**src/sv/stnh_pkg.sv**
```systemverilog
// Shared types and constants for the segment/triangle nearest-hit block.
// Holds the micro-program of the shared multiply-accumulate unit.
// No dependencies.
`default_nettype none

package stnh_pkg;

   // Default coordinate width (two's complement, Q16.16 by default)
   localparam int COORD_WIDTH_DEF = 32;

   // Crossing fraction is unsigned Q0.32
   localparam int FRAC_Q = 32;
   localparam logic [FRAC_Q:0] FRAC_ONE = {1'b1, {FRAC_Q{1'b0}}};

   // Multiplier digit width of the shared unit
   localparam int DIGIT_BITS = 16;

   // Configuration register index
   localparam int CSR_ADDR_W = 3;
   typedef enum logic [CSR_ADDR_W-1:0] {
      CSR_START_X = 3'd0,
      CSR_START_Y = 3'd1,
      CSR_START_Z = 3'd2,
      CSR_END_X   = 3'd3,
      CSR_END_Y   = 3'd4,
      CSR_END_Z   = 3'd5
   } csr_idx_type;

   // Triangle edges walked by the inside test
   localparam int NUM_EDGES = 3;

   // Operand sources of the shared unit
   typedef enum logic [4:0] {
      SRC_E1X, SRC_E1Y, SRC_E1Z,   // B - A
      SRC_E2X, SRC_E2Y, SRC_E2Z,   // C - A
      SRC_DSX, SRC_DSY, SRC_DSZ,   // S - A
      SRC_DEX, SRC_DEY, SRC_DEZ,   // E - A
      SRC_SGX, SRC_SGY, SRC_SGZ,   // E - S
      SRC_PDX, SRC_PDY, SRC_PDZ,   // P - A
      SRC_N0,  SRC_N1,  SRC_N2,    // plane normal
      SRC_C0,  SRC_C1,  SRC_C2,    // edge cross product
      SRC_F                        // crossing fraction
   } src_type;

   // Where the accumulator goes when a step finishes
   typedef enum logic [3:0] {
      DST_NONE,
      DST_N0, DST_N1, DST_N2,
      DST_SD, DST_ED,
      DST_PX, DST_PY, DST_PZ,
      DST_C0, DST_C1, DST_C2,
      DST_K
   } dst_type;

   typedef struct packed {
      logic    clr;    // start from zero instead of the accumulator
      logic    neg;    // subtract the product
      src_type src_a;
      src_type src_b;
      dst_type dst;
   } mac_op_type;

   // Program steps
   localparam int STEP_W    = 5;
   localparam int PROG_LEN  = 24;
   localparam logic [STEP_W-1:0] STEP_ED   = 5'd11;
   localparam logic [STEP_W-1:0] STEP_P    = 5'd12;
   localparam logic [STEP_W-1:0] STEP_EDGE = 5'd15;
   localparam logic [STEP_W-1:0] STEP_LAST = 5'd23;

   localparam mac_op_type PROG [PROG_LEN] = '{
      // normal n = (B-A) x (C-A)
      '{1'b1, 1'b0, SRC_E1Y, SRC_E2Z, DST_NONE},
      '{1'b0, 1'b1, SRC_E1Z, SRC_E2Y, DST_N0},
      '{1'b1, 1'b0, SRC_E1Z, SRC_E2X, DST_NONE},
      '{1'b0, 1'b1, SRC_E1X, SRC_E2Z, DST_N1},
      '{1'b1, 1'b0, SRC_E1X, SRC_E2Y, DST_NONE},
      '{1'b0, 1'b1, SRC_E1Y, SRC_E2X, DST_N2},
      // plane distances of both endpoints
      '{1'b1, 1'b0, SRC_N0, SRC_DSX, DST_NONE},
      '{1'b0, 1'b0, SRC_N1, SRC_DSY, DST_NONE},
      '{1'b0, 1'b0, SRC_N2, SRC_DSZ, DST_SD},
      '{1'b1, 1'b0, SRC_N0, SRC_DEX, DST_NONE},
      '{1'b0, 1'b0, SRC_N1, SRC_DEY, DST_NONE},
      '{1'b0, 1'b0, SRC_N2, SRC_DEZ, DST_ED},
      // crossing point
      '{1'b1, 1'b0, SRC_SGX, SRC_F, DST_PX},
      '{1'b1, 1'b0, SRC_SGY, SRC_F, DST_PY},
      '{1'b1, 1'b0, SRC_SGZ, SRC_F, DST_PZ},
      // edge cross product (B-A) x (P-A), vertices rotated per edge
      '{1'b1, 1'b0, SRC_E1Y, SRC_PDZ, DST_NONE},
      '{1'b0, 1'b1, SRC_E1Z, SRC_PDY, DST_C0},
      '{1'b1, 1'b0, SRC_E1Z, SRC_PDX, DST_NONE},
      '{1'b0, 1'b1, SRC_E1X, SRC_PDZ, DST_C1},
      '{1'b1, 1'b0, SRC_E1X, SRC_PDY, DST_NONE},
      '{1'b0, 1'b1, SRC_E1Y, SRC_PDX, DST_C2},
      // edge value along the normal
      '{1'b1, 1'b0, SRC_C0, SRC_N0, DST_NONE},
      '{1'b0, 1'b0, SRC_C1, SRC_N1, DST_NONE},
      '{1'b0, 1'b0, SRC_C2, SRC_N2, DST_K}
   };

endpackage : stnh_pkg

`default_nettype wire

```
**src/sv/stnh_div.sv**
```systemverilog
// Restoring fraction divider: quot = floor(num * 2^FRAC_Q / den), num < den.
// One quotient bit per cycle.
// Depends on stnh_pkg.
`default_nettype none

module stnh_div
   import stnh_pkg::*;
#(
   parameter int SW = 3 * (COORD_WIDTH_DEF + 1) + 3
) (
   input  wire logic              clock,
   input  wire logic              reset,
   input  wire logic              start,
   input  wire logic [SW-1:0]     num,
   input  wire logic [SW:0]       den,
   output logic                   done,
   output logic [FRAC_Q-1:0]      quot
);

   localparam int CNTW = $clog2(FRAC_Q + 1);

   logic              busy_ff, busy_in;
   logic              done_ff, done_in;
   logic [CNTW-1:0]   cnt_ff, cnt_in;
   logic [SW:0]       rem_ff, rem_in;
   logic [SW:0]       den_ff, den_in;
   logic [FRAC_Q-1:0] q_ff, q_in;

   logic [SW+1:0]     shifted;
   logic [SW+1:0]     diff;
   logic              fits;

   assign shifted = {rem_ff, 1'b0};
   assign diff    = shifted - {1'b0, den_ff};
   assign fits    = shifted >= {1'b0, den_ff};

   // shift, compare, subtract
   always_comb begin
      busy_in = busy_ff;
      done_in = 1'b0;
      cnt_in  = cnt_ff;
      rem_in  = rem_ff;
      den_in  = den_ff;
      q_in    = q_ff;
      if (start) begin
         busy_in = 1'b1;
         cnt_in  = '0;
         rem_in  = {1'b0, num};
         den_in  = den;
         q_in    = '0;
      end else if (busy_ff) begin
         rem_in = fits ? diff[SW:0] : shifted[SW:0];
         q_in   = {q_ff[FRAC_Q-2:0], fits};
         cnt_in = cnt_ff + 1'b1;
         if (cnt_ff == CNTW'(FRAC_Q - 1)) begin
            busy_in = 1'b0;
            done_in = 1'b1;
         end
      end
   end

   always_ff @(posedge clock) begin
      if (reset) begin
         busy_ff <= 1'b0;
         done_ff <= 1'b0;
      end else begin
         busy_ff <= busy_in;
         done_ff <= done_in;
      end
      cnt_ff <= cnt_in;
      rem_ff <= rem_in;
      den_ff <= den_in;
      q_ff   <= q_in;
   end

   assign done = done_ff;
   assign quot = q_ff;

endmodule : stnh_div

`default_nettype wire
```
**config.mk**
```make
export PLATFORM = sky130hd
export DESIGN_NAME = stnh_div
export DESIGN_NICKNAME = d
export VERILOG_FILES = /design/src/sv/stnh_pkg.sv /design/src/sv/stnh_div.sv
export SDC_FILE = /design/constraint.sdc
export NUM_CORES = 1
export LEC_CHECK = 0
export BUFFER_PORTS_ARGS = -buffer_cell sky130_fd_sc_hd__buf_2
export CORE_MARGIN = 2
export CORE_UTILIZATION = 30
export DETAILED_ROUTE_END_ITERATION = 10
export HOLD_SLACK_MARGIN = 0.03
export SETUP_SLACK_MARGIN = 0.5
export SLEW_MARGIN = 20
export SYNTH_ARGS = -nofsm -noshare
export SYNTH_HDL_FRONTEND = slang
export SYNTH_SLANG_ARGS = --single-unit
```
**constraint.sdc**
```tcl
create_clock -name clock -period 3.37 [get_ports clock]
set_clock_uncertainty 0.1 [all_clocks]
set_input_delay 0.337 -clock clock [delete_from_list [all_inputs] [get_ports clock]]
set_output_delay 0.337 -clock clock [all_outputs]
set_load 0.02 [all_outputs]
```
* Yosys cells after proc, flatten, opt, wreduce, memory -nomap -nowiden
Cells that the tools add are included.
** Word-level totals
- Register bits after elaboration :: 246
- Input port bits :: 208
- Output and inout bits :: 33
- Word-level logic and storage cells :: 21
** Operators by class
- $add $sub $neg :: 2
- Order comparisons :: 1
- Equal/unequal tests :: 1
- Multiplexer cells :: 7
- Bitwise logic cells :: 1
- Reductions and logical operators :: 2
** Operators with widths (count)
- 102-bit two-way mux :: 2
- 104-bit by 103-bit greater-or-equal comparator with 1-bit output :: 1
- 103-bit two-way mux :: 1
- 103-bit subtractor :: 1
- 6-bit by 1-bit adder with 6-bit output (second input constant) :: 1
- 6-bit by 5-bit == test with 1-bit output (second input constant) :: 1
- 1-bit two-way mux :: 4
- 3-bit OR reduction :: 1
- 2-bit nonzero test :: 1
- 1-bit NOT :: 1

* Longest topological paths before layout
- Depth after elaboration :: 4
- Gate-level depth with buffers :: 17
- Depth with buffers taken out :: 13

* Worst setup path after synthesis
No wires, ideal clock.
- Path kind :: flip-flop to flip-flop
- From :: register busy_ff
- To :: register rem_ff[0], enable pin
- Setup time :: 0.455 ns
- Arrival :: 2.938 ns
- Data required time :: 2.815 ns
- Setup slack :: -0.123 ns
- Cell stages (with the launch flop) :: 5
- Buffers on the path :: 2
- Period minus slack after synthesis :: 3.493 ns
- Path through :: dfxtp_1 clkbuf_1 clkbuf_1 nor2_1 inv_1
** Between the ends
- Word-level cells in the longest chain between the ends :: 1
** Ends and longest elaborated chain
- from (decl) :: RTL line stnh_div.sv:22 : logic busy_ff, busy_in;
- from (signal assigned) :: RTL line stnh_div.sv:67 : busy_ff <= busy_in;
- 2-bit nonzero test (no line)
- to (signal assigned) :: RTL line stnh_div.sv:71 : rem_ff <= rem_in;
- to (decl) :: RTL line stnh_div.sv:25 : logic [SW:0] rem_ff, rem_in;
No other way between the ends.
A chain may end at the register's enable or synchronous reset.

* Worst setup path in the final report
- From :: register rem_ff[0]
- To :: register rem_ff[61] (data pin)
** Between the ends
- Word-level cells in the longest chain between the ends :: 4
- Elaborated cells between the ends (all ways) :: 5
- Classes of those cells :: add/sub (1); order compare (1); mux (3)
** Ends and longest elaborated chain
- 103-bit subtractor or 104-bit by 103-bit greater-or-equal comparator with 1-bit output (tied branches) :: RTL line stnh_div.sv:34, stnh_div.sv:35
- 103-bit two-way mux (*) :: RTL line stnh_div.sv:52 : rem_in = fits ? diff[SW:0] : shifted[SW:0];
- 102-bit two-way mux (*) :: RTL line stnh_div.sv:51 : end else if (busy_ff) begin
- 102-bit two-way mux (*) :: RTL line stnh_div.sv:45 : if (start) begin
- named net rem_in[61] :: RTL line stnh_div.sv:25
The timed path passes the listed nets; every way through them passes the cells marked *. The select of a mux whose other input is x is not followed.

==> metrics.txt <==
crit path max fanout=4; CP peak stage delay=0.44 ns; initial core utilization=30.2%; WL/cell=18.6 um; Synth Instances=1934; crit-path cells=buf_4, ha_4, nor2b_4, o31a_1, o21ai_1, buf_4, a21oi_4, o211ai_2, buf_6, a2111oi_4, buf_4, nor2_4, o31ai_2, xor2_1, nand2_2, a31oi_1; Final min period=3.74 ns; Worst Path Arrival=4.02 ns; Avg Cell Area, Syn=8.74 um2; nets@finish=3049; Total Routing Usage GR=21.3%; Die W=241 um; R2R depth=16; CTS Buffer Depth=3; Sink Count=246; Final Hold Viols=0; first-pass iteration count of the detailed router=5; DRC=0; Worst-Margin Slew=0.768 ns; Placement Setup Slack=-0.555 ns; synthesis-stage register bit count=246; vias in the first global route=17900; P&R area growth vs syn=62.2%; Final period util=111%; Synth cell types=82; Syn Nets=2247; total grt overflow=0; Max Cap Viol=0; Pwr Total=19.5 mW; RePlAce Congestion=0.936; most frequent cell after synthesis=nand2_1; Fin Setup TNS=-24.19 ns; CTS Buf Count=34; CP dominant cell by count=buf_4; Crit. End Element=flop; yosys warns=0; Crit path buffers/inverters=4; DRT iter0 DRCs=1189; Worst R2R Start=rem_ff[0]; highest-delay cell along the critical path=edfxtp_1; Post-synth top cells=nand2_1 (259), edfxtp_1 (205), nor2_1 (201); Post-synth EDFFs=205; sequential-to-total area share from yosys stat=41.3%; first-pass GRT wire length=96700 um; Hold Path Class=in -> reg; Cell Area, Placed=0.0222 mm2; Crit path max-delay family=compound AO/OA/AOI/OAI gates; Total Routed Length=65300 um; Final ANT Viol Nets=0; final setup fails=104; clock-pin slew on the worst setup and hold paths=0.06 ns; Post-synth top flop=edfxtp_1; clk_lat worst skew=0.57 ns; via count=17800; WHS Path Cells=3; Hold Path End=rem_ff[31]; proportion of layout cells with a drive suffix above 1=39.7%; core area=0.0561 mm2; status=complete, but fails checks; Max Fclk=267 MHz; Hold Startpoint=num[31]; IO Port Bufs=240; Detail Placement HPWL=46700 um; Via density=5.06; Synth top area share=36.4%; PwrDens=710 mW/mm2; I/O pins=241; initial antenna violation count=3; Die H=241 um; Final Instance Area=0.0274 mm2; Slew HR=48.8%; largest net degree at the start of global routing=120; leading area contributor after synthesis=edfxtp_1; Fill cells=5118; Crit Path Category=reg -> reg; maximum VDD drop=0.336 mV; Worst Path Required=3.65 ns; reg-to-reg setup timing slack=-0.37 ns; H-tree levels=2; cell row count=87; synth top area cells=edfxtp_1 (36%), ha_1 (7.7%), nand2_1 (5.7%); max-slew violation count=0; failing checks=setup timing; Root Buffer=clkbuf_16; Post-synth ARST share=0%; CTS tree=yes; RSZ-0062 raised after global routing=yes; CP Launch Type=flop; Leak=11.8 nW; worst flop-to-flop path endpoint=rem_ff[61]; final setup margin=-0.370 ns; mapped cell area=0.0169 mm2; die area=0.0583 mm2
==> per-layer routing <==
layer  GRT usage, %  share of wire, %  vias up
met3           3.26               5.3      151
met4           9.05               4.0        4
li1               -                 -     8598
met1           27.2                44     8509
met5              0             0.046        -
met2           35.8                47      540
==> worst max path at each step <==
stage	start	end	slack, ns	depth (start not counted)
6_report	rem_ff[0]	rem_ff[61]	-0.37	16
5_1_grt	rem_ff[0]	rem_ff[91]	-0.45	17
4_1_cts	rem_ff[19]	rem_ff[95]	-0.31	15
3_5_place_dp	rem_ff[27]	rem_ff[95]	-0.55	12
3_3_place_gp	rem_ff[27]	rem_ff[95]	-0.59	12
2_1_floorplan	rem_ff[0]	rem_ff[47]	0.13	13
==> state kept, by name, summed over array words and instances (netlist names) <==
| register | cells |
|---|---|
| busy_ff | 1 |
| cnt_ff | 6 |
| den_ff | 103 |
| done | 1 |
| quot | 32 |
| rem_ff | 103 |
==> kinds of logic (layout without fill, tap and decap cells) <==
family                     count (synthesis)  in the layout  synth area share, %
and+or+nand+nor                          670            671                 18.2
AOI/OAI and AO/OA                        543            543                 20.1
DFF                                      246            246                 41.3
buffers and inverters                    245           1071                 5.85
adders and majority gates                105            105                 7.81
xor gates and xnor gates                  89             89                 4.61
muxes                                     36             36                 2.13
other                                      0              1                    0
==> area by class of cell <==
| cell class | instances | area, um2 | area share [%] |
|---|---|---|---|
| multi-input combinational | 1444 | 10800 | 39.4 |
| timing repair buffer | 872 | 7090 | 25.9 |
| sequential | 246 | 6980 | 25.4 |
| tap | 756 | 946 | 3.45 |
| clock buffer | 44 | 930 | 3.39 |
| inverter | 138 | 524 | 1.91 |
| clock inverter | 17 | 140 | 0.511 |
| antenna | 1 | 2.50 | 0.00912 |
==> per-stage QoR <==
step	std cells	utilization [%]	hold slack (ns)
floorplan	1934	-	0.309
global placement	3237	39.6	0.365
detailed placement	3237	39.6	0.375
CTS	3482	46.4	0.0310
global route	3518	48.9	0.0373
finish	3518	48.9	0.0417
==> cell usage in the layout (no fill, tap or decap), types with 26 or more instances in the layout <==
master,n
a21o_1,41
a21oi_1,147
a21oi_2,30
a31oi_1,73
buf_12,26
buf_2,239
buf_4,414
buf_6,30
clkbuf_16,38
dfxtp_1,40
dlygate4sd3_1,139
edfxtp_1,205
ha_1,71
ha_4,28
inv_1,135
mux2i_1,35
nand2_1,153
nand2_2,64
nand2_4,43
nand4_1,54
nor2_1,193
o21ai_0,73
xnor2_1,53
xor2_1,33
==> power breakdown <==
group | leakage, nW | internal (mW) | switching, mW
registers | 2.36 | 3.90 | 0.334
logic | 8.97 | 5.83 | 5.87
clock network | 0.526 | 2.04 | 1.49
==> what timing repair did <==
action                                  4_1_cts  5_1_grt
endpoints found under the hold margin       140        0
gates resized for setup                     204      226
pin swaps                                    70      147
hold buffers                                139        0
gates cloned                                 13        3
endpoints found under the setup margin      104      104
setup buffers                                32       32
==> worst register-to-register path, delay by kind of cell (launching register included) <==
family,cells,cell delay [ns]
AO/OA/AOI/OAI,7,1.48
XOR/XNOR,1,0.32
adder cells (fa/ha/maj),1,0.26
buffers and inverters,4,0.67
flip-flops,1,0.44
AND/OR/NAND/NOR,3,0.28
Note: power is estimated with default switching activity, not from simulation.
