--- config.mk ---
export PLATFORM = sky130hd
export DESIGN_NAME = stnh_mac
export DESIGN_NICKNAME = d
export VERILOG_FILES = /design/src/sv/stnh_pkg.sv /design/src/sv/stnh_mac.sv
export SDC_FILE = /design/constraint.sdc
export NUM_CORES = 2
export LEC_CHECK = 0
export BUFFER_PORTS_ARGS = -buffer_cell sky130_fd_sc_hd__buf_2
export CORE_MARGIN = 2
export CORE_UTILIZATION = 47
export DETAILED_ROUTE_END_ITERATION = 7
export HOLD_SLACK_MARGIN = 0.08
export PLACE_DENSITY = 0.68
export RECOVER_POWER = 50
export SETUP_SLACK_MARGIN = 0.3
export SYNTH_ARGS = -nofsm -noshare
export SYNTH_HDL_FRONTEND = slang
export SYNTH_SLANG_ARGS = --single-unit
--- constraint.sdc ---
create_clock -name clock -period 13.4 [get_ports clock]
set_input_delay 0.67 -clock clock [delete_from_list [all_inputs] [get_ports clock]]
set_output_delay 0.67 -clock clock [all_outputs]
set_load 0.01 [all_outputs]
--- src/sv/stnh_pkg.sv ---
// Shared types and constants for the segment/triangle nearest-hit block.
// Holds the micro-program of the shared multiply-accumulate unit.
// No dependencies.
`default_nettype none

package stnh_pkg;

   // Default coordinate width (two's complement, Q16.16 by default)
   localparam int COORD_WIDTH_DEF = 32;

   // Crossing fraction is unsigned Q0.32
   localparam int FRAC_Q = 32;
   localparam logic [FRAC_Q:0] FRAC_ONE = {1'b1, {FRAC_Q{1'b0}}};

   // Multiplier digit width of the shared unit
   localparam int DIGIT_BITS = 16;

   // Configuration register index
   localparam int CSR_ADDR_W = 3;
   typedef enum logic [CSR_ADDR_W-1:0] {
      CSR_START_X = 3'd0,
      CSR_START_Y = 3'd1,
      CSR_START_Z = 3'd2,
      CSR_END_X   = 3'd3,
      CSR_END_Y   = 3'd4,
      CSR_END_Z   = 3'd5
   } csr_idx_type;

   // Triangle edges walked by the inside test
   localparam int NUM_EDGES = 3;

   // Operand sources of the shared unit
   typedef enum logic [4:0] {
      SRC_E1X, SRC_E1Y, SRC_E1Z,   // B - A
      SRC_E2X, SRC_E2Y, SRC_E2Z,   // C - A
      SRC_DSX, SRC_DSY, SRC_DSZ,   // S - A
      SRC_DEX, SRC_DEY, SRC_DEZ,   // E - A
      SRC_SGX, SRC_SGY, SRC_SGZ,   // E - S
      SRC_PDX, SRC_PDY, SRC_PDZ,   // P - A
      SRC_N0,  SRC_N1,  SRC_N2,    // plane normal
      SRC_C0,  SRC_C1,  SRC_C2,    // edge cross product
      SRC_F                        // crossing fraction
   } src_type;

   // Where the accumulator goes when a step finishes
   typedef enum logic [3:0] {
      DST_NONE,
      DST_N0, DST_N1, DST_N2,
      DST_SD, DST_ED,
      DST_PX, DST_PY, DST_PZ,
      DST_C0, DST_C1, DST_C2,
      DST_K
   } dst_type;

   typedef struct packed {
      logic    clr;    // start from zero instead of the accumulator
      logic    neg;    // subtract the product
      src_type src_a;
      src_type src_b;
      dst_type dst;
   } mac_op_type;

   // Program steps
   localparam int STEP_W    = 5;
   localparam int PROG_LEN  = 24;
   localparam logic [STEP_W-1:0] STEP_ED   = 5'd11;
   localparam logic [STEP_W-1:0] STEP_P    = 5'd12;
   localparam logic [STEP_W-1:0] STEP_EDGE = 5'd15;
   localparam logic [STEP_W-1:0] STEP_LAST = 5'd23;

   localparam mac_op_type PROG [PROG_LEN] = '{
      // normal n = (B-A) x (C-A)
      '{1'b1, 1'b0, SRC_E1Y, SRC_E2Z, DST_NONE},
      '{1'b0, 1'b1, SRC_E1Z, SRC_E2Y, DST_N0},
      '{1'b1, 1'b0, SRC_E1Z, SRC_E2X, DST_NONE},
      '{1'b0, 1'b1, SRC_E1X, SRC_E2Z, DST_N1},
      '{1'b1, 1'b0, SRC_E1X, SRC_E2Y, DST_NONE},
      '{1'b0, 1'b1, SRC_E1Y, SRC_E2X, DST_N2},
      // plane distances of both endpoints
      '{1'b1, 1'b0, SRC_N0, SRC_DSX, DST_NONE},
      '{1'b0, 1'b0, SRC_N1, SRC_DSY, DST_NONE},
      '{1'b0, 1'b0, SRC_N2, SRC_DSZ, DST_SD},
      '{1'b1, 1'b0, SRC_N0, SRC_DEX, DST_NONE},
      '{1'b0, 1'b0, SRC_N1, SRC_DEY, DST_NONE},
      '{1'b0, 1'b0, SRC_N2, SRC_DEZ, DST_ED},
      // crossing point
      '{1'b1, 1'b0, SRC_SGX, SRC_F, DST_PX},
      '{1'b1, 1'b0, SRC_SGY, SRC_F, DST_PY},
      '{1'b1, 1'b0, SRC_SGZ, SRC_F, DST_PZ},
      // edge cross product (B-A) x (P-A), vertices rotated per edge
      '{1'b1, 1'b0, SRC_E1Y, SRC_PDZ, DST_NONE},
      '{1'b0, 1'b1, SRC_E1Z, SRC_PDY, DST_C0},
      '{1'b1, 1'b0, SRC_E1Z, SRC_PDX, DST_NONE},
      '{1'b0, 1'b1, SRC_E1X, SRC_PDZ, DST_C1},
      '{1'b1, 1'b0, SRC_E1X, SRC_PDY, DST_NONE},
      '{1'b0, 1'b1, SRC_E1Y, SRC_PDX, DST_C2},
      // edge value along the normal
      '{1'b1, 1'b0, SRC_C0, SRC_N0, DST_NONE},
      '{1'b0, 1'b0, SRC_C1, SRC_N1, DST_NONE},
      '{1'b0, 1'b0, SRC_C2, SRC_N2, DST_K}
   };

endpackage : stnh_pkg

`default_nettype wire

--- src/sv/stnh_mac.sv ---
// Shared multiply-accumulate unit: acc = (clr ? 0 : acc) +/- a * b.
// Multiplier is taken one signed-aware digit per cycle, top digit first.
// Depends on stnh_pkg.
`default_nettype none

module stnh_mac
   import stnh_pkg::*;
#(
   parameter int MW = 2 * (COORD_WIDTH_DEF + 1) + 1,
   parameter int EW = 2 * MW + 2
) (
   input  wire logic                 clock,
   input  wire logic                 reset,
   input  wire logic                 start,
   input  wire logic                 clr,
   input  wire logic                 neg,
   input  wire logic signed [MW-1:0] opnd_a,
   input  wire logic signed [MW-1:0] opnd_b,
   output logic                      done,
   output logic signed [EW-1:0]      acc
);

   localparam int DB   = DIGIT_BITS;
   localparam int NDIG = (MW + DB - 1) / DB;
   localparam int BW   = NDIG * DB;
   localparam int CNTW = $clog2(NDIG + 1);
   localparam int PW   = MW + DB + 1;

   logic                 busy_ff, busy_in;
   logic                 done_ff, done_in;
   logic [CNTW-1:0]      cnt_ff, cnt_in;
   logic signed [MW-1:0] a_ff, a_in;
   logic [BW-1:0]        b_ff, b_in;
   logic signed [EW-1:0] t_ff, t_in;
   logic signed [EW-1:0] acc_ff, acc_in;
   logic                 clr_ff, clr_in;
   logic                 neg_ff, neg_in;

   logic [DB-1:0]        top_dig;
   logic signed [DB:0]   dig;
   logic signed [PW-1:0] prod;
   logic signed [EW-1:0] prod_x;
   logic signed [EW-1:0] base;

   // current digit: the first one carries the sign of b
   assign top_dig = b_ff[BW-1 -: DB];
   assign dig     = (cnt_ff == '0) ? $signed({top_dig[DB-1], top_dig})
                                   : $signed({1'b0, top_dig});
   assign prod    = a_ff * dig;
   assign prod_x  = {{(EW - PW){prod[PW-1]}}, prod};
   assign base    = clr_ff ? '0 : acc_ff;

   // advance one digit per cycle, then fold the term into the accumulator
   always_comb begin
      busy_in = busy_ff;
      done_in = 1'b0;
      cnt_in  = cnt_ff;
      a_in    = a_ff;
      b_in    = b_ff;
      t_in    = t_ff;
      acc_in  = acc_ff;
      clr_in  = clr_ff;
      neg_in  = neg_ff;
      if (start) begin
         busy_in = 1'b1;
         cnt_in  = '0;
         a_in    = opnd_a;
         b_in    = BW'(opnd_b);
         t_in    = '0;
         clr_in  = clr;
         neg_in  = neg;
      end else if (busy_ff) begin
         if (cnt_ff == CNTW'(NDIG)) begin
            acc_in  = neg_ff ? (base - t_ff) : (base + t_ff);
            busy_in = 1'b0;
            done_in = 1'b1;
         end else begin
            t_in   = {t_ff[EW-DB-1:0], {DB{1'b0}}} + prod_x;
            b_in   = {b_ff[BW-DB-1:0], {DB{1'b0}}};
            cnt_in = cnt_ff + 1'b1;
         end
      end
   end

   always_ff @(posedge clock) begin
      if (reset) begin
         busy_ff <= 1'b0;
         done_ff <= 1'b0;
      end else begin
         busy_ff <= busy_in;
         done_ff <= done_in;
      end
      cnt_ff <= cnt_in;
      a_ff   <= a_in;
      b_ff   <= b_in;
      t_ff   <= t_in;
      acc_ff <= acc_in;
      clr_ff <= clr_in;
      neg_ff <= neg_in;
   end

   assign done = done_ff;
   assign acc  = acc_ff;

endmodule : stnh_mac

`default_nettype wire

# After elaboration in Yosys (flattened, before gate mapping)
# Index checks and enable logic that the tools add are counted.
# Widths: inputs -> output; s select.
# classes
addsub	4
div	0
shift	0
eq_ne	2
n_mux	10
multipliers	1
bitwise	3
reduce_logical	6
order_cmp	0
# op_table
operator	n
$add 136x136->136	2
$mux 136	2
$mux 80	3
$sub 136x136->136	1
$mul 67x17->84	1
$mux 17	1
$mux 1	4
$reduce_and 2->1	2
$add 3x1->3 const B	1
$eq 3x3->1 const B	1
$logic_not 3->1	1
$not 1->1	3
$reduce_and 3->1	1
$reduce_or 3->1	1
$ne 2x2->1 const B	1
$reduce_bool 2->1	1
# totals
latch_bits	0
reg_bits	426
output_inout_bits	137
ram_bits	0
memories	0
romBits	0

# Logic depth before layout (Yosys ltp)
# depth
word_depth	4
depth_mapped	42
ltp_nobuf	39

# Worst setup path after synthesis
# No wires, ideal clock.
# synth_path
path_kind	register to register
from	register cnt_ff[0]
to	register t_ff[132]
path_slack_ps	879
synth_period_minus_slack_ps	12521
stages_incl_launch_ff	38
t_arrival_ps	12393
n_path_buf	3
cell_sequence	dfxtp_1 inv_1 ha_1 nand3b_1 clkbuf_1 nor2_1 fa_1 inv_1 fa_1 fa_1 fa_1 fa_1 fa_1 inv_1 ha_1 clkbuf_1 a21o_1 o21bai_1 [2 not listed] a21oi_1 a311oi_1 o21bai_1 a21oi_1 nor3b_1 ha_1 clkbuf_1 a21o_1 a21o_1 a21oi_1 o2111ai_1 and3_1 a221oi_1 o21ai_0 a311oi_2 nor2_1 nor4b_1 nor4_1
# synth_via
elab_chain_cells	4
word_cells_on_any_way	7
cone_classes	1 x add/sub; 1 x mul; 1 x eq/ne; 1 x mux; 1 x bitwise; 2 x reduce/logical
# synth_rtl
element	line_no	text
start: declaration	stnh_mac.sv:31	logic [CNTW-1:0] cnt_ff, cnt_in;
start signal: assignment	stnh_mac.sv:93	cnt_ff <= cnt_in;
$logic_not 3->1	stnh_mac.sv:47	assign dig = (cnt_ff == '0) ? $signed({top_dig[DB-1], top_dig})
$mux 17	stnh_mac.sv:47	
$mul 67x17->84	stnh_mac.sv:49	assign prod = a_ff * dig;
$add 136x136->136	stnh_mac.sv:78	t_in = {t_ff[EW-DB-1:0], {DB{1'b0}}} + prod_x;
end signal: assignment	stnh_mac.sv:96	t_ff <= t_in;
end: declaration	stnh_mac.sv:34	logic signed [EW-1:0] t_ff, t_in;
# Several ways; a longest one is shown, not always the timed one.
# A chain may end at the register's enable or synchronous reset.

# Worst setup path after layout
# layout_path
from	register b_ff[79]
to	register t_ff[129]
# layout_via
elab_chain_cells	3
# layout_rtl
element	line_no	text
start: declaration	stnh_mac.sv:33	logic [BW-1:0] b_ff, b_in;
start signal: assignment	stnh_mac.sv:95	b_ff <= b_in;
$mux 17	stnh_mac.sv:47	
$mul 67x17->84	stnh_mac.sv:49	
$add 136x136->136	stnh_mac.sv:78	
# Every way passes these cells.

==> impl_metrics.yaml <==
sta:
  setup_total_negative_slack_ps: 0
  fmaxAchievable_ghz: 0.0836
  tightest_slew_ps: 4900
  finish_stage_setup_viols: 0
  finalWorstSetupSlack_ps: 1440
  clock-skew-final_ps: 47.6
  setup_repair_after_global_routing_missed_its_margin: "false"
  slew_violations: 324
  finalHoldViolCount: 0
  finalCritPeriodShare: 0.893
  period_needed_ps: 11960
  slew-limit-headroom: -2.27
clock_tree:
  clock-root-buffer: "sky130_fd_sc_hd__clkbuf_16"
  postCtsHoldBufs: 0
  clock_insertion_delay_worst_skew_ps: 720
  cts_made_buffers: 59
  cts_setup_buffers: 0
  bufs_on_longest_clock_path: 3
  path_clk_slew_ps: 60
  clock_tree_from_tritoncts: "done"
  htree_levels: 2
  ctsResizeCount: 0
  cts.sinks: 426
placement:
  place.detailed.hpwl_mm: 181
  routabilityCongestion: 0.983
  dp_slack_ps: 1670
  dpl.cell_count: 10115
  number_of_port_buffers: 275
finish:
  finish.cell_count_without_fillers: 10227
  fill_cells: 14330
  syn_to_final_growth_pct: 6.67
  design.final.nets: 9792
  final_layout_size_suffix_gt1_frac: 0.0484
outcome:
  violations_in_the_final_reports: "capacitance limit, slew limit"
  run_status: "complete, but fails checks"
worst_setup_path:
  crit_path_end: "t_ff[129]"
  max_stage_delay_ps: 840
  critical_path_launch_point: "b_ff[79]"
  setup.worst_path.start_class: "flip-flop"
  worst_reg_to_reg_setup_slack_ps: 1440
  critPathArrivalTime_ps: 12520
  cp.required_ps: 13960
  worst_setup_path_end_kind: "flip-flop"
  worst_r2r_endpoint: "t_ff[129]"
  worst_r2r_path_depth: 39
  timing.critical_path.fanout_max: 68
  worstSetupPathType: "flip-flop to flip-flop"
  critical_path.reg2reg.startpoint: "b_ff[79]"
  crit_top_cell: "sky130_fd_sc_hd__fa_1"
  cpMaxStageDelayCell: "sky130_fd_sc_hd__nor4b_1"
global_routing:
  grt.total_usage: 0.292
  grt_pass1_wl_mm: 348
  grt-ovfl-total: 0
  antenna_found_initial: 5
  pin_count_of_the_biggest_net_entering_global_routing: 107
  grt_pass1_vias: 59332
routing:
  detail_route.first_pass.iterations: 6
  ant_nets: 0
  drc: 0
  num_vias: 58881
  routed_via_density: 5.76
  initialDrtViolationCount: 5167
  drt-wirelength-per-cell_um: 22.0
  detail_route.wirelength_mm: 225
synth:
  ys_warn_count: 0
  synth_common_cells: "1180 x sky130_fd_sc_hd__inv_1, 1048 x sky130_fd_sc_hd__fa_1, 929 x sky130_fd_sc_hd__nand2_1"
  yosys_register_bits: 426
  post_synthesis_cells: 8167
  synthesis.nets: 9799
  synth.most_common_cell: "sky130_fd_sc_hd__inv_1"
  netlist-cell-type-count: 89
  yosys.area.top_type: "sky130_fd_sc_hd__fa_1"
  syn_area_per_cell_um2: 8.69
  top_ff_cell_synth: "sky130_fd_sc_hd__edfxtp_1"
  ys_async_sr_fraction: 0
  yosys-top-cells-area: "sky130_fd_sc_hd__fa_1 30%, sky130_fd_sc_hd__edfxtp_1 12%, sky130_fd_sc_hd__ha_1 7.8%"
  post_synth_instance_area_um2: 71000
  synth_sequential_area_ratio: 0.160
  synth_top_area_frac: 0.296
  number_of_enable_flip_flop_cells_after_synthesis: 285
die:
  rows: 142
  die_w_um: 393
  floorplan.die.height_um: 393
  initial_utilization: 0.473
  die-area_um2: 154000
  io_pins: 276
  coreArea_um2: 150000
hold_path:
  hold_depth: 1
  hold_path.class: "primary input to flip-flop"
run:
  drv.max_cap_violation_count: 6
==> state kept, by name (all words and copies together) (netlist names) <==
| signal | flops |
|---|---|
| clr_ff | 1 |
| done | 1 |
| b_ff | 80 |
| acc | 136 |
| t_ff | 136 |
| neg_ff | 1 |
| cnt_ff | 3 |
| busy_ff | 1 |
| a_ff | 67 |
==> through the flow <==
stage / instance area [um2] / hold WS [ps] / utilization
finish: 75700 / 149 / 0.505
global route: 75700 / 123 / 0.505
CTS: 76000 / 105 / 0.506
detailed placement: 74000 / 518 / 0.494
global placement: 74000 / 500 / 0.494
floorplan: 71000 / 479 / -
==> critical path, delay by kind of cell, from the launching register on <==
| kind | cells | cell delay (ps) |
|---|---|---|
| AOI/OAI and AO/OA | 18 | 4440 |
| adders and majority gates | 8 | 3920 |
| and+or+nand+nor | 6 | 1690 |
| buffers and inverters | 5 | 950 |
| DFF | 1 | 410 |
| xor gates and xnor gates | 2 | 260 |
==> kinds of logic after synthesis <==
logic type / Yosys count / synth area share
flops: 426 / 0.160
compound gates: 1593 / 0.138
mux: 52 / 0.00821
buf+inv: 1597 / 0.0847
fa+ha+maj: 1493 / 0.374
xor+xnor: 463 / 0.0572
simple gates: 2543 / 0.177
==> cells in the final DEF, fill, tap and decap left out, drive strengths merged, types with 23 or more instances in the layout <==
master and count:
o21bai 93, nor4 42, nor3 104, dfxtp 141, inv 1184, or3 23, clkbuf 222, edfxtp 285
nand4 131, a21oi 579, o21a 39, nand2b 39, mux2 50, buf 196, a21o 218, nor2 380
o21ai 360, and2 542, nand2 929, fa 1048, xor2 142, ha 445, nor2b 170, a31oi 61
clkinv 26, xnor2 321, a211oi 34, o31ai 35, and3 38, nand3 77
==> routing by layer <==
layer	wire [um]	track usage	vias up
met4	9200	0.103	0
met2	103000	0.469	2377
met5	0	0	-
li1	-	-	26602
met3	17600	0.0449	443
met1	95400	0.401	29459
==> layout make-up <==
cell class	count	area, um2	area share
multi-input combinational	6144	53600	0.708
sequential	426	11400	0.150
inverter	1180	4430	0.0585
tap	2016	2520	0.0333
timing repair buffer	349	1840	0.0243
clock buffer	69	1530	0.0203
clock inverter	41	407	0.00537
antenna	2	5.00	0.0000661
==> how the worst min path moves through the flow <==
stage / from / end / slack, ps
after floorplan: t_ff[135] / t_ff[135] / 480
after global placement: cnt_ff[0] / cnt_ff[0] / 500
after detailed placement: cnt_ff[0] / cnt_ff[0] / 520
after CTS: opnd_a[21] / a_ff[21] / 100
after global routing: opnd_a[24] / a_ff[24] / 120
final: opnd_a[25] / a_ff[25] / 150
Power is not shown: default switching activity piles up to over one toggle a cycle in this logic, so the estimate is an artifact.
